File: src/rtl/core/outstanding_request_tag_tracker_top_assert.svh
// Assertion macros shared by the tag tracker modules.
`ifndef OUTSTANDING_REQUEST_TAG_TRACKER_TOP_ASSERT_SVH
`define OUTSTANDING_REQUEST_TAG_TRACKER_TOP_ASSERT_SVH
// Implication checked on every rising clock edge outside reset.
`define ORTT_ASSERT_IMP(label, clk, rst_n, ante, cons, msg) \
	label: assert property (@(posedge clk) disable iff (!rst_n) (ante) |-> (cons)) \
		else $error(msg);
// Next-cycle implication checked outside reset.
`define ORTT_ASSERT_NEXT(label, clk, rst_n, ante, cons, msg) \
	label: assert property (@(posedge clk) disable iff (!rst_n) (ante) |=> (cons)) \
		else $error(msg);
`endif

File: src/rtl/core/ortt_pkg.sv
// Package with shared types and constants of the tag tracker.
`timescale 1ns / 1ps
package ortt_pkg;
	localparam int Capacity = 32;
	localparam int SlotW = 5;
	localparam int IdxW = 5;
	localparam int CntW = 6;
	localparam logic [15:0] InvalidId = 16'hFFFF;

	localparam logic [2:0] OpObtain = 3'd0;
	localparam logic [2:0] OpInval = 3'd1;
	localparam logic [2:0] OpResp = 3'd2;
	localparam logic [2:0] OpTick = 3'd3;
	localparam logic [2:0] OpClear = 3'd4;

	localparam logic [2:0] StOk = 3'd0;
	localparam logic [2:0] StDepleted = 3'd1;
	localparam logic [2:0] StInUse = 3'd2;
	localparam logic [2:0] StNoInst = 3'd3;
	localparam logic [2:0] StNotFound = 3'd4;

	localparam logic [3:0] OwnInvalid = 4'd0;
	localparam logic [3:0] OwnPending = 4'd1;
	localparam logic [3:0] OwnReady = 4'd2;
	localparam logic [3:0] OwnTimeout = 4'd3;

	typedef enum logic [3:0] {
		S_IDLE, S_SEARCH, S_RD, S_CHK, S_SHIFT_RD, S_SHIFT_WR, S_APPEND, S_OUT
	} state_t;

	typedef struct packed {
		logic [7:0] owner;
		logic [15:0] id;
		logic [4:0] slot;
		logic [31:0] ts;
	} entry_t;

	// Controller to datapath.
	typedef struct packed {
		logic latch_in;
		logic clear;
		logic rd_en;
		logic [IdxW-1:0] rd_addr;
		logic shift_wr;
		logic [IdxW-1:0] wr_addr;
		logic append;
		logic free_slot;
		logic dec_count;
		logic [2:0] res_status;
		logic [1:0] res_kind;
		logic res_last;
		logic out_load;
		logic out_hold;
		logic out_release;
	} dp_cmd_t;

	// Datapath to controller.
	typedef struct packed {
		logic [2:0] op;
		logic pending;
		logic owner_hit;
		logic id_hit;
		logic expired;
		logic have_free;
		logic [CntW-1:0] count;
		logic out_busy;
	} dp_stat_t;

	localparam logic [1:0] KindReq = 2'd0;
	localparam logic [1:0] KindEntry = 2'd1;
	localparam logic [1:0] KindIssue = 2'd2;
endpackage

File: src/rtl/core/ortt_ctrl.sv
// Controller state machine of the tag tracker.
`timescale 1ns / 1ps
`include "outstanding_request_tag_tracker_top_assert.svh"
module ortt_ctrl (
	input  logic clk,
	input  logic arst_n,
	input  logic in_valid,
	output logic in_ready,
	input  ortt_pkg::dp_stat_t stat,
	output ortt_pkg::dp_cmd_t cmd
);
	import ortt_pkg::*;

	state_t state_q, state_d;
	logic [IdxW-1:0] idx_q, idx_d;
	logic [IdxW-1:0] pos_q, pos_d;
	logic [CntW-1:0] ticks_q, ticks_d;
	logic found_q, found_d;

	always_ff @(posedge clk or negedge arst_n) begin
		if (!arst_n) begin
			state_q <= S_IDLE;
			idx_q <= '0;
			pos_q <= '0;
			ticks_q <= '0;
			found_q <= 1'b0;
		end else begin
			state_q <= state_d;
			idx_q <= idx_d;
			pos_q <= pos_d;
			ticks_q <= ticks_d;
			found_q <= found_d;
		end
	end

	always_comb begin
		state_d = state_q;
		idx_d = idx_q;
		pos_d = pos_q;
		ticks_d = ticks_q;
		found_d = found_q;
		cmd = '0;
		in_ready = 1'b0;
		cmd.rd_addr = idx_q;
		cmd.wr_addr = idx_q;
		unique case (state_q)
			S_IDLE: begin
				in_ready = 1'b1;
				if (in_valid) begin
					cmd.latch_in = 1'b1;
					idx_d = '0;
					ticks_d = '0;
					found_d = 1'b0;
					state_d = S_SEARCH;
				end
			end
			S_SEARCH: begin
				if (stat.op == OpClear) begin
					cmd.clear = 1'b1;
					state_d = S_IDLE;
				end else if (stat.op > OpClear) begin
					state_d = S_IDLE;
				end else if ({1'b0, idx_q} >= stat.count) begin
					// Search done without a match.
					if (stat.op == OpTick) begin
						state_d = S_IDLE;
					end else if (stat.op == OpObtain) begin
						state_d = stat.pending ? S_OUT : S_APPEND;
					end else begin
						state_d = S_OUT;
					end
				end else begin
					cmd.rd_en = 1'b1;
					state_d = S_CHK;
				end
			end
			S_CHK: begin
				if (stat.op == OpTick) begin
					cmd.out_release = (ticks_q != '0);
					if (stat.expired && ticks_q != CntW'(Capacity)) begin
						found_d = 1'b1;
						pos_d = '0;
						state_d = S_OUT;
					end else begin
						cmd.res_last = 1'b1;
						state_d = S_IDLE;
					end
				end else if ((stat.op == OpResp) ? stat.id_hit : stat.owner_hit) begin
					found_d = 1'b1;
					pos_d = idx_q;
					state_d = S_OUT;
				end else begin
					idx_d = idx_q + 1'b1;
					if ({1'b0, idx_q} + 1'b1 >= stat.count) begin
						state_d = (stat.op == OpObtain) ? S_APPEND : S_OUT;
						if (stat.op == OpObtain && stat.pending) begin
							state_d = S_OUT;
						end
					end else begin
						state_d = S_SEARCH;
					end
				end
			end
			S_OUT: begin
				if (!stat.out_busy) begin
					cmd.out_load = 1'b1;
					if (found_q) begin
						cmd.res_kind = KindEntry;
						cmd.res_status = StOk;
						cmd.free_slot = 1'b1;
						cmd.out_hold = (stat.op == OpTick);
						if (stat.op == OpObtain) begin
							idx_d = pos_q;
							cmd.out_load = 1'b0;
							state_d = S_SHIFT_RD;
						end else begin
							idx_d = pos_q;
							state_d = S_SHIFT_RD;
						end
					end else begin
						cmd.res_kind = KindReq;
						unique case (stat.op)
							OpObtain: cmd.res_status = stat.pending ? StInUse : StDepleted;
							OpInval: cmd.res_status = StNoInst;
							default: cmd.res_status = StNotFound;
						endcase
						state_d = S_IDLE;
					end
					if (stat.op == OpObtain && !found_q && !stat.pending &&
							!stat.have_free) begin
						cmd.res_status = StDepleted;
					end
				end
			end
			S_SHIFT_RD: begin
				if ({1'b0, idx_q} + 1'b1 >= stat.count) begin
					cmd.dec_count = 1'b1;
					found_d = 1'b0;
					if (stat.op == OpObtain) begin
						state_d = S_APPEND;
					end else if (stat.op == OpTick) begin
						ticks_d = ticks_q + 1'b1;
						idx_d = '0;
						state_d = S_RD;
					end else begin
						state_d = S_IDLE;
					end
				end else begin
					cmd.rd_en = 1'b1;
					cmd.rd_addr = idx_q + 1'b1;
					state_d = S_SHIFT_WR;
				end
			end
			S_SHIFT_WR: begin
				cmd.shift_wr = 1'b1;
				idx_d = idx_q + 1'b1;
				state_d = S_SHIFT_RD;
			end
			S_RD: begin
				// Next tick candidate is the head entry.
				if (stat.count == '0) begin
					cmd.out_release = 1'b1;
					cmd.res_last = 1'b1;
					state_d = S_IDLE;
				end else begin
					cmd.rd_en = 1'b1;
					cmd.rd_addr = '0;
					state_d = S_CHK;
				end
			end
			S_APPEND: begin
				if (!stat.out_busy) begin
					cmd.out_load = 1'b1;
					if (stat.have_free) begin
						cmd.append = 1'b1;
						cmd.res_kind = KindIssue;
						cmd.res_status = StOk;
					end else begin
						cmd.res_kind = KindReq;
						cmd.res_status = StDepleted;
					end
					state_d = S_IDLE;
				end
			end
			default: state_d = S_IDLE;
		endcase
	end

	`ORTT_ASSERT_IMP(a_ready_idle, clk, arst_n, in_ready, state_q == S_IDLE, "ready outside idle")
	`ORTT_ASSERT_IMP(a_one_op, clk, arst_n, cmd.append, !cmd.shift_wr && !cmd.clear, "append clash")
	`ORTT_ASSERT_NEXT(a_accept, clk, arst_n, in_valid && in_ready, state_q == S_SEARCH, "no start")
endmodule

File: src/rtl/core/ortt_dp.sv
// Datapath of the tag tracker: entry table, slot bitmap, id counter, output word.
`timescale 1ns / 1ps
`include "outstanding_request_tag_tracker_top_assert.svh"
module ortt_dp (
	input  logic clk,
	input  logic arst_n,
	input  logic cfg_we,
	input  logic [31:0] cfg_wdata,
	input  logic [2:0] operation,
	input  logic [7:0] owner_id,
	input  logic owner_pending,
	input  logic [15:0] request_id,
	input  logic has_error,
	input  logic [3:0] error_state,
	input  logic [31:0] now,
	input  ortt_pkg::dp_cmd_t cmd,
	output ortt_pkg::dp_stat_t stat,
	output logic out_valid,
	input  logic out_ready,
	output logic [2:0] status,
	output logic [15:0] out_request_id,
	output logic [4:0] out_slot,
	output logic [7:0] out_owner,
	output logic [3:0] owner_state,
	output logic last
);
	import ortt_pkg::*;

	entry_t mem [Capacity];
	entry_t rd_q;
	logic [31:0] timeout_q;
	logic [Capacity-1:0] bitmap_q;
	logic [CntW-1:0] count_q;
	logic [15:0] next_id_q;
	logic [2:0] op_q;
	logic [7:0] owner_q;
	logic pending_q;
	logic [15:0] rid_q;
	logic err_q;
	logic [3:0] errst_q;
	logic [31:0] now_q;
	logic out_valid_q;
	logic [SlotW-1:0] free_idx;
	logic have_free;
	logic [31:0] age;

	always_comb begin
		free_idx = '0;
		have_free = 1'b0;
		for (int i = Capacity - 1; i >= 0; i--) begin
			if (!bitmap_q[i]) begin
				free_idx = SlotW'(i);
				have_free = 1'b1;
			end
		end
		if (count_q >= CntW'(Capacity)) have_free = 1'b0;
	end

	assign age = rd_q.ts - now_q;

	always_ff @(posedge clk) begin
		if (cmd.latch_in) begin
			op_q <= operation;
			owner_q <= owner_id;
			pending_q <= owner_pending;
			rid_q <= request_id;
			err_q <= has_error;
			errst_q <= error_state;
			now_q <= now;
		end
		if (cmd.rd_en) rd_q <= mem[cmd.rd_addr];
		if (cmd.shift_wr) mem[cmd.wr_addr] <= rd_q;
		if (cmd.append) mem[count_q[IdxW-1:0]] <= '{owner: owner_q, id: next_id_q,
			slot: free_idx, ts: now_q};
	end

	always_ff @(posedge clk or negedge arst_n) begin
		if (!arst_n) begin
			timeout_q <= '0;
			bitmap_q <= '0;
			count_q <= '0;
			next_id_q <= '0;
			out_valid_q <= 1'b0;
		end else begin
			if (cfg_we) timeout_q <= cfg_wdata;
			if (cmd.clear) begin
				bitmap_q <= '0;
				count_q <= '0;
				next_id_q <= '0;
			end
			if (cmd.free_slot) bitmap_q[rd_q.slot] <= 1'b0;
			if (cmd.dec_count) count_q <= count_q - 1'b1;
			if (cmd.append) begin
				bitmap_q[free_idx] <= 1'b1;
				count_q <= count_q + 1'b1;
				next_id_q <= (next_id_q == InvalidId - 16'd1) ? '0 : next_id_q + 16'd1;
			end
			if ((cmd.out_load && !cmd.out_hold) || cmd.out_release) out_valid_q <= 1'b1;
			else if (out_ready) out_valid_q <= 1'b0;
		end
	end

	always_ff @(posedge clk) begin
		if (cmd.out_load) last <= 1'b0;
		else if (cmd.out_release) last <= cmd.res_last;
		if (cmd.out_load) begin
			status <= cmd.res_status;
			unique case (cmd.res_kind)
				KindEntry: begin
					out_slot <= rd_q.slot;
					out_owner <= rd_q.owner;
					if (op_q == OpInval) begin
						out_request_id <= InvalidId;
						owner_state <= OwnInvalid;
					end else if (op_q == OpResp) begin
						out_request_id <= rd_q.id;
						owner_state <= err_q ? errst_q : OwnReady;
					end else begin
						out_request_id <= rd_q.id;
						owner_state <= OwnTimeout;
					end
				end
				KindIssue: begin
					out_request_id <= next_id_q;
					out_slot <= free_idx;
					out_owner <= owner_q;
					owner_state <= OwnPending;
				end
				default: begin
					out_request_id <= InvalidId;
					out_slot <= '0;
					out_owner <= (op_q == OpResp) ? 8'd0 : owner_q;
					owner_state <= (cmd.res_status == StInUse) ? OwnPending : OwnInvalid;
				end
			endcase
		end
	end

	assign out_valid = out_valid_q;

	always_comb begin
		stat.op = op_q;
		stat.pending = pending_q;
		stat.owner_hit = rd_q.owner == owner_q;
		stat.id_hit = rd_q.id == rid_q;
		stat.expired = age > timeout_q;
		stat.have_free = have_free;
		stat.count = count_q;
		stat.out_busy = out_valid_q && !out_ready;
	end

	`ORTT_ASSERT_IMP(a_count, clk, arst_n, 1'b1, count_q <= CntW'(Capacity), "count overflow")
	`ORTT_ASSERT_IMP(a_append_free, clk, arst_n, cmd.append, have_free, "append without slot")
	`ORTT_ASSERT_IMP(a_release, clk, arst_n, cmd.out_release, !out_valid_q, "release over word")
	`ORTT_ASSERT_IMP(a_id, clk, arst_n, 1'b1, next_id_q != InvalidId, "invalid id issued")
endmodule

File: src/rtl/core/outstanding_request_tag_tracker_top.sv
// Top level of the outstanding request tag tracker.
`timescale 1ns / 1ps
// Tracks up to 32 outstanding requests in an ordered table held in a small memory
// that is scanned one entry at a time. An operation steps through the table entry by
// entry, whether searched or moved up after a removal; a tick repeats this once per
// expired entry. Each tick result is held until the next head entry has been
// checked, so that the final one carries m_tlast. A result word that waits on m_tready
// stalls the block. The block takes one word at a time and takes the next only after
// the previous is done.
module outstanding_request_tag_tracker_top (
	input  logic clk,
	input  logic arst_n,
	input  logic cfg_we,
	input  logic [31:0] cfg_wdata,
	input  logic s_tvalid,
	output logic s_tready,
	// operation, owner_id, owner_pending, request_id, has_error, error_state, now
	input  logic [71:0] s_tdata,
	output logic m_tvalid,
	input  logic m_tready,
	// status, out_request_id, out_slot, out_owner, owner_state
	output logic [39:0] m_tdata,
	output logic m_tlast
);
	import ortt_pkg::*;

	dp_cmd_t cmd;
	dp_stat_t stat;
	logic [2:0] status;
	logic [15:0] rid;
	logic [4:0] slot;
	logic [7:0] own;
	logic [3:0] ost;

	ortt_ctrl u_ctrl (.clk, .arst_n, .in_valid(s_tvalid), .in_ready(s_tready), .stat, .cmd);

	ortt_dp u_dp (
		.clk, .arst_n, .cfg_we, .cfg_wdata,
		.operation(s_tdata[2:0]), .owner_id(s_tdata[10:3]), .owner_pending(s_tdata[11]),
		.request_id(s_tdata[27:12]), .has_error(s_tdata[28]), .error_state(s_tdata[32:29]),
		.now(s_tdata[64:33]), .cmd, .stat, .out_valid(m_tvalid), .out_ready(m_tready),
		.status, .out_request_id(rid), .out_slot(slot), .out_owner(own),
		.owner_state(ost), .last(m_tlast)
	);

	assign m_tdata = {4'd0, ost, own, slot, rid, status};
endmodule

File: config.mk
export PLATFORM = sky130hd
export DESIGN_NAME = outstanding_request_tag_tracker_top
export DESIGN_NICKNAME = d
export VERILOG_FILES = /design/src/rtl/core/ortt_pkg.sv /design/src/rtl/core/ortt_ctrl.sv /design/src/rtl/core/ortt_dp.sv /design/src/rtl/core/outstanding_request_tag_tracker_top.sv
export VERILOG_INCLUDE_DIRS = /design/src /design/src/rtl/core
export SDC_FILE = /design/constraint.sdc
export NUM_CORES = 2
export LEC_CHECK = 0
export BUFFER_PORTS_ARGS = -buffer_cell sky130_fd_sc_hd__buf_2
export CAP_MARGIN = 20
export CELL_PAD_IN_SITES_DETAIL_PLACEMENT = 1
export CELL_PAD_IN_SITES_GLOBAL_PLACEMENT = 1
export CORE_MARGIN = 1.5
export CORE_UTILIZATION = 40
export CTS_BUF_LIST = sky130_fd_sc_hd__clkbuf_4 sky130_fd_sc_hd__clkbuf_8
export DETAILED_ROUTE_END_ITERATION = 12
export PLACE_DENSITY = 0.64
export SYNTH_ARGS = -nofsm -noshare
export SYNTH_HDL_FRONTEND = slang
export SYNTH_SLANG_ARGS = --single-unit
File: constraint.sdc
create_clock -name clk -period 5.3 [get_ports clk]
set_input_delay 0 -clock clk [delete_from_list [all_inputs] [get_ports clk]]
set_output_delay 0 -clock clk [all_outputs]
set_load 0.1 [all_outputs]
==> impl_metrics.json <==
{
  "grt_max_degree": 108,
  "leakage_nw": 35.9,
  "cap_violations": 0,
  "place_inst": 9697,
  "detail_route.iter0.violations": 5949,
  "cp.arrival_ns": 6.13,
  "required_ns": 6.27,
  "pwr-share-clk_pct": 23.4,
  "grt_overflow": 0,
  "synth.distinct_cells": 80,
  "synth-edff-count": 2114,
  "syn-mean-instance-area_um2": 13.5,
  "cts_sinks": 2222,
  "yosys.area.top_type": "edfxtp_1",
  "regToRegSetupSlack_ns": 0.13,
  "power_frac_seq_pct": 36.7,
  "portBuffers": 140,
  "routabilityCongestion": 0.828,
  "final_cells": 10662,
  "clkTransAtPathRegs_ns": 0.06,
  "yosys-top-cells-count": "edfxtp_1, nand2_1, a21oi_1",
  "ys_ff_latch": 2222,
  "die_area_um2": 227000,
  "initial_core_util_pct": 40.3,
  "htreeDepth": 5,
  "ys_async_sr_fraction_pct": 4.82,
  "max_freq_mhz": 194,
  "num_rows": 173,
  "vias_per_cell": 5.82,
  "core_region_area_um2": 223000,
  "first_pass_iters": 5,
  "fin_crit_sh_pct": 97.5,
  "die_y_um": 477,
  "cts.root.buffer_cell": "clkbuf_8",
  "syn_to_final_growth_pct": 19.9,
  "regArea_um2": 66200,
  "switchingPower_mw": 25.7,
  "finalNetCount": 7588,
  "synth_most_common_cell": "edfxtp_1",
  "clock_skew_ns": 0.129,
  "post-route-drc-count": 0,
  "yosysTopAreaCellShare_pct": 70.7,
  "multi_input_area_um2": 21900,
  "final_hold_viol_count": 0,
  "ys_seq_area_share_pct": 73.7,
  "grt_use_total_pct": 26.2,
  "ff2ff_path_depth": 27,
  "rr_startpoint": "u_dp.rd_q[0]",
  "io_pins": 152,
  "worst_setup_path_start_kind": "flop",
  "status": "finished clean",
  "die_x_um": 477,
  "dpl.hpwl_um": 174000,
  "setup_tns_ns": 0,
  "wire_per_inst_um": 28.5,
  "switching_share_pct": 39.4,
  "vdd_drop_max_mv": 0.450,
  "fin_crit_ns": 5.17,
  "grt_pass1_vias": 63985,
  "grt_pass1_wl_um": 440000,
  "yosysWarnings": 0,
  "hold_class": "in -> async",
  "finalSetupViolations": 0,
  "cts_tree": "done",
  "power.density_nw_per_um2": 605,
  "r2r-end": "u_ctrl.pos_q[2]",
  "crit_path_max_fanout": 5,
  "vias": 62080,
  "drive_gt1_share_pct": 16.3,
  "dpl_cell_area_um2": 97100,
  "finalWirelength_um": 304000,
  "ant_nets": 0,
  "final_cell_area_um2": 108000,
  "synth_area_leaders": "edfxtp_1, nand2_1, a21oi_1, dfrtp_1, a32oi_1",
  "relSlewSlack_pct": 25.3,
  "cts_buffers": 386,
  "p_int_mw": 39.5,
  "synth_cells": 6633,
  "antenna_found_initial": 12,
  "worst_pin_slew_ns": 1.12,
  "postLayoutCoreUtil_pct": 48.3,
  "insertion_delay_ns": 1.13,
  "path_class": "reg -> reg",
  "syn_area_um2": 89800,
  "dominantRegCellSynth": "edfxtp_1",
  "combPwrFrac_pct": 39.9,
  "slew_violations": 0,
  "fillers": 22249,
  "clockBufferDepth": 4,
  "end_kind": "flop"
}
-- placed cells by master (no fill, tap or decap), types with 10 or more instances in the layout --
cell and instances:
o21ai_1 21, a22o_1 18, a31oi_1 195, o211ai_1 25, clkbuf_4 132, xnor2_1 35, dlygate4sd3_1 264, a32o_1 16
a32oi_1 185, inv_1 95, mux2i_1 66, buf_16 12, a22oi_1 123, nor2_1 198, dfrtp_1 107, ha_1 83
buf_4 221, nor4_1 36, xor2_1 26, nand3_1 163, buf_2 141, nor2_4 32, nor3_1 21, clkbuf_8 399
a21o_1 30, a21oi_1 672, o21ai_0 182, nand2b_1 17, a211oi_1 62, buf_8 10, o21ai_2 22, buf_12 134
edfxtp_1 2114, o21a_1 10, nand4_1 23, o22ai_1 63, clkinv_2 39, clkinv_1 96, nand2_1 1388, nor4_2 30
-- registers in the layout (all words and copies together), names as in the netlist, 3 cells and up --
signal / cells
u_dp.mem: 1952
u_dp.rd_q: 61
u_dp.bitmap_q: 32
u_dp.now_q: 32
u_dp.timeout_q: 32
u_dp.next_id_q: 16
u_dp.out_request_id: 16
u_dp.rid_q: 16
u_dp.out_owner: 8
u_dp.owner_q: 8
u_ctrl.ticks_q: 6
u_dp.count_q: 6
u_ctrl.idx_q: 5
u_ctrl.pos_q: 5
u_dp.out_slot: 5
u_dp.errst_q: 4
u_dp.owner_state: 4
u_ctrl.state_q: 3
u_dp.op_q: 3
u_dp.status: 3
-- cell type report --
type	count	area share (%)
sequential	2222	61.5
multi-input combinational	3903	20.4
timing repair buffer	784	7.61
clock buffer	531	6.02
tap	2975	3.46
clock inverter	146	0.760
inverter	97	0.338
antenna	4	0.00930
-- worst max-delay path: stages (launching register included) --
cell	delay (ns)
edfxtp_1	0.39
inv_2	0.10
ha_4	0.13
inv_1	0.05
fa_2	0.42
a211oi_4	0.26
o21ai_2	0.09
nand3b_1	0.18
buf_12	0.15
a2111oi_4	0.08
o31a_1	0.27
o21ai_1	0.13
nand2b_1	0.14
a31oi_4	0.28
buf_6	0.13
o21bai_1	0.08
xor2_1	0.15
ha_1	0.33
nand3_2	0.10
nor3_4	0.28
nand3_2	0.14
nor4_2	0.27
buf_4	0.17
o21ai_1	0.08
nand3_2	0.16
o21ba_4	0.19
nand2_4	0.07
a22o_1	0.23
-- power groups by stage --
stage	clock network [mW]	logic [mW]	registers (mW)
detailed placement	0	24.9	24.3
floorplan	0	13.7	24.3
global route	16.2	27.7	24.0
finish	15.2	26.0	23.9
global placement	0	24.2	24.3
CTS	15.5	25.2	24.0
-- cells by family (layout without fill, tap and decap cells) --
family	count (synthesis)	in the layout	share of synthesized area, %
adder cells (fa/ha/maj)	85	85	1.19
other	1	8	0.00417
AND/OR/NAND/NOR	1984	1984	9.29
multiplexers	67	67	0.748
flip-flops	2222	2222	73.7
XOR/XNOR	61	61	0.595
buffers and inverters	511	1558	2.72
AO/OA/AOI/OAI	1702	1702	11.8
-- layer usage --
metal	wire, um	vias to the layer above	global-route usage [%]
li1	-	26719	-
met1	128000	32511	35.4
met2	146000	2370	43.3
met3	21200	478	4.32
met4	8680	2	7.91
met5	13	-	0
-- through the flow --
step | setup WS [ns] | power [mW] | hold slack (ns)
5_1_grt | -0.0976 | 67.9 | 0.117
3_5_place_dp | -0.360 | 49.2 | 0.0934
2_1_floorplan | 0.0950 | 37.9 | -0.296
3_3_place_gp | -0.194 | 48.4 | 0.0929
4_1_cts | 0.0571 | 64.6 | 0.0464
6_report | 0.134 | 65.2 | 0.0939
-- repair_timing --
item	CTS	global route
endpoints found under the hold margin	326	1
pin swaps	5	15
buffers inserted	0	3
resized for setup	12	31
hold buffers	263	1
endpoints found under the setup margin	10	10
-- how the worst max path moves through the flow --
| stage | from | to | slack (ns) | cells past startpoint |
|---|---|---|---|---|
| global placement | u_dp.rd_q[0] | u_ctrl.pos_q[0] | -0.19 | 28 |
| finish | u_dp.rd_q[0] | u_ctrl.pos_q[2] | 0.13 | 27 |
| detailed placement | u_dp.rd_q[0] | u_ctrl.pos_q[2] | -0.36 | 27 |
| CTS | u_dp.rd_q[0] | u_ctrl.state_q[1] | 0.06 | 28 |
| global route | u_dp.rd_q[0] | u_ctrl.pos_q[2] | -0.1 | 27 |
| floorplan | u_dp.out_valid | u_dp.mem[23][0] | 0.09 | 7 |
Note: power is estimated with default switching activity, not from simulation.
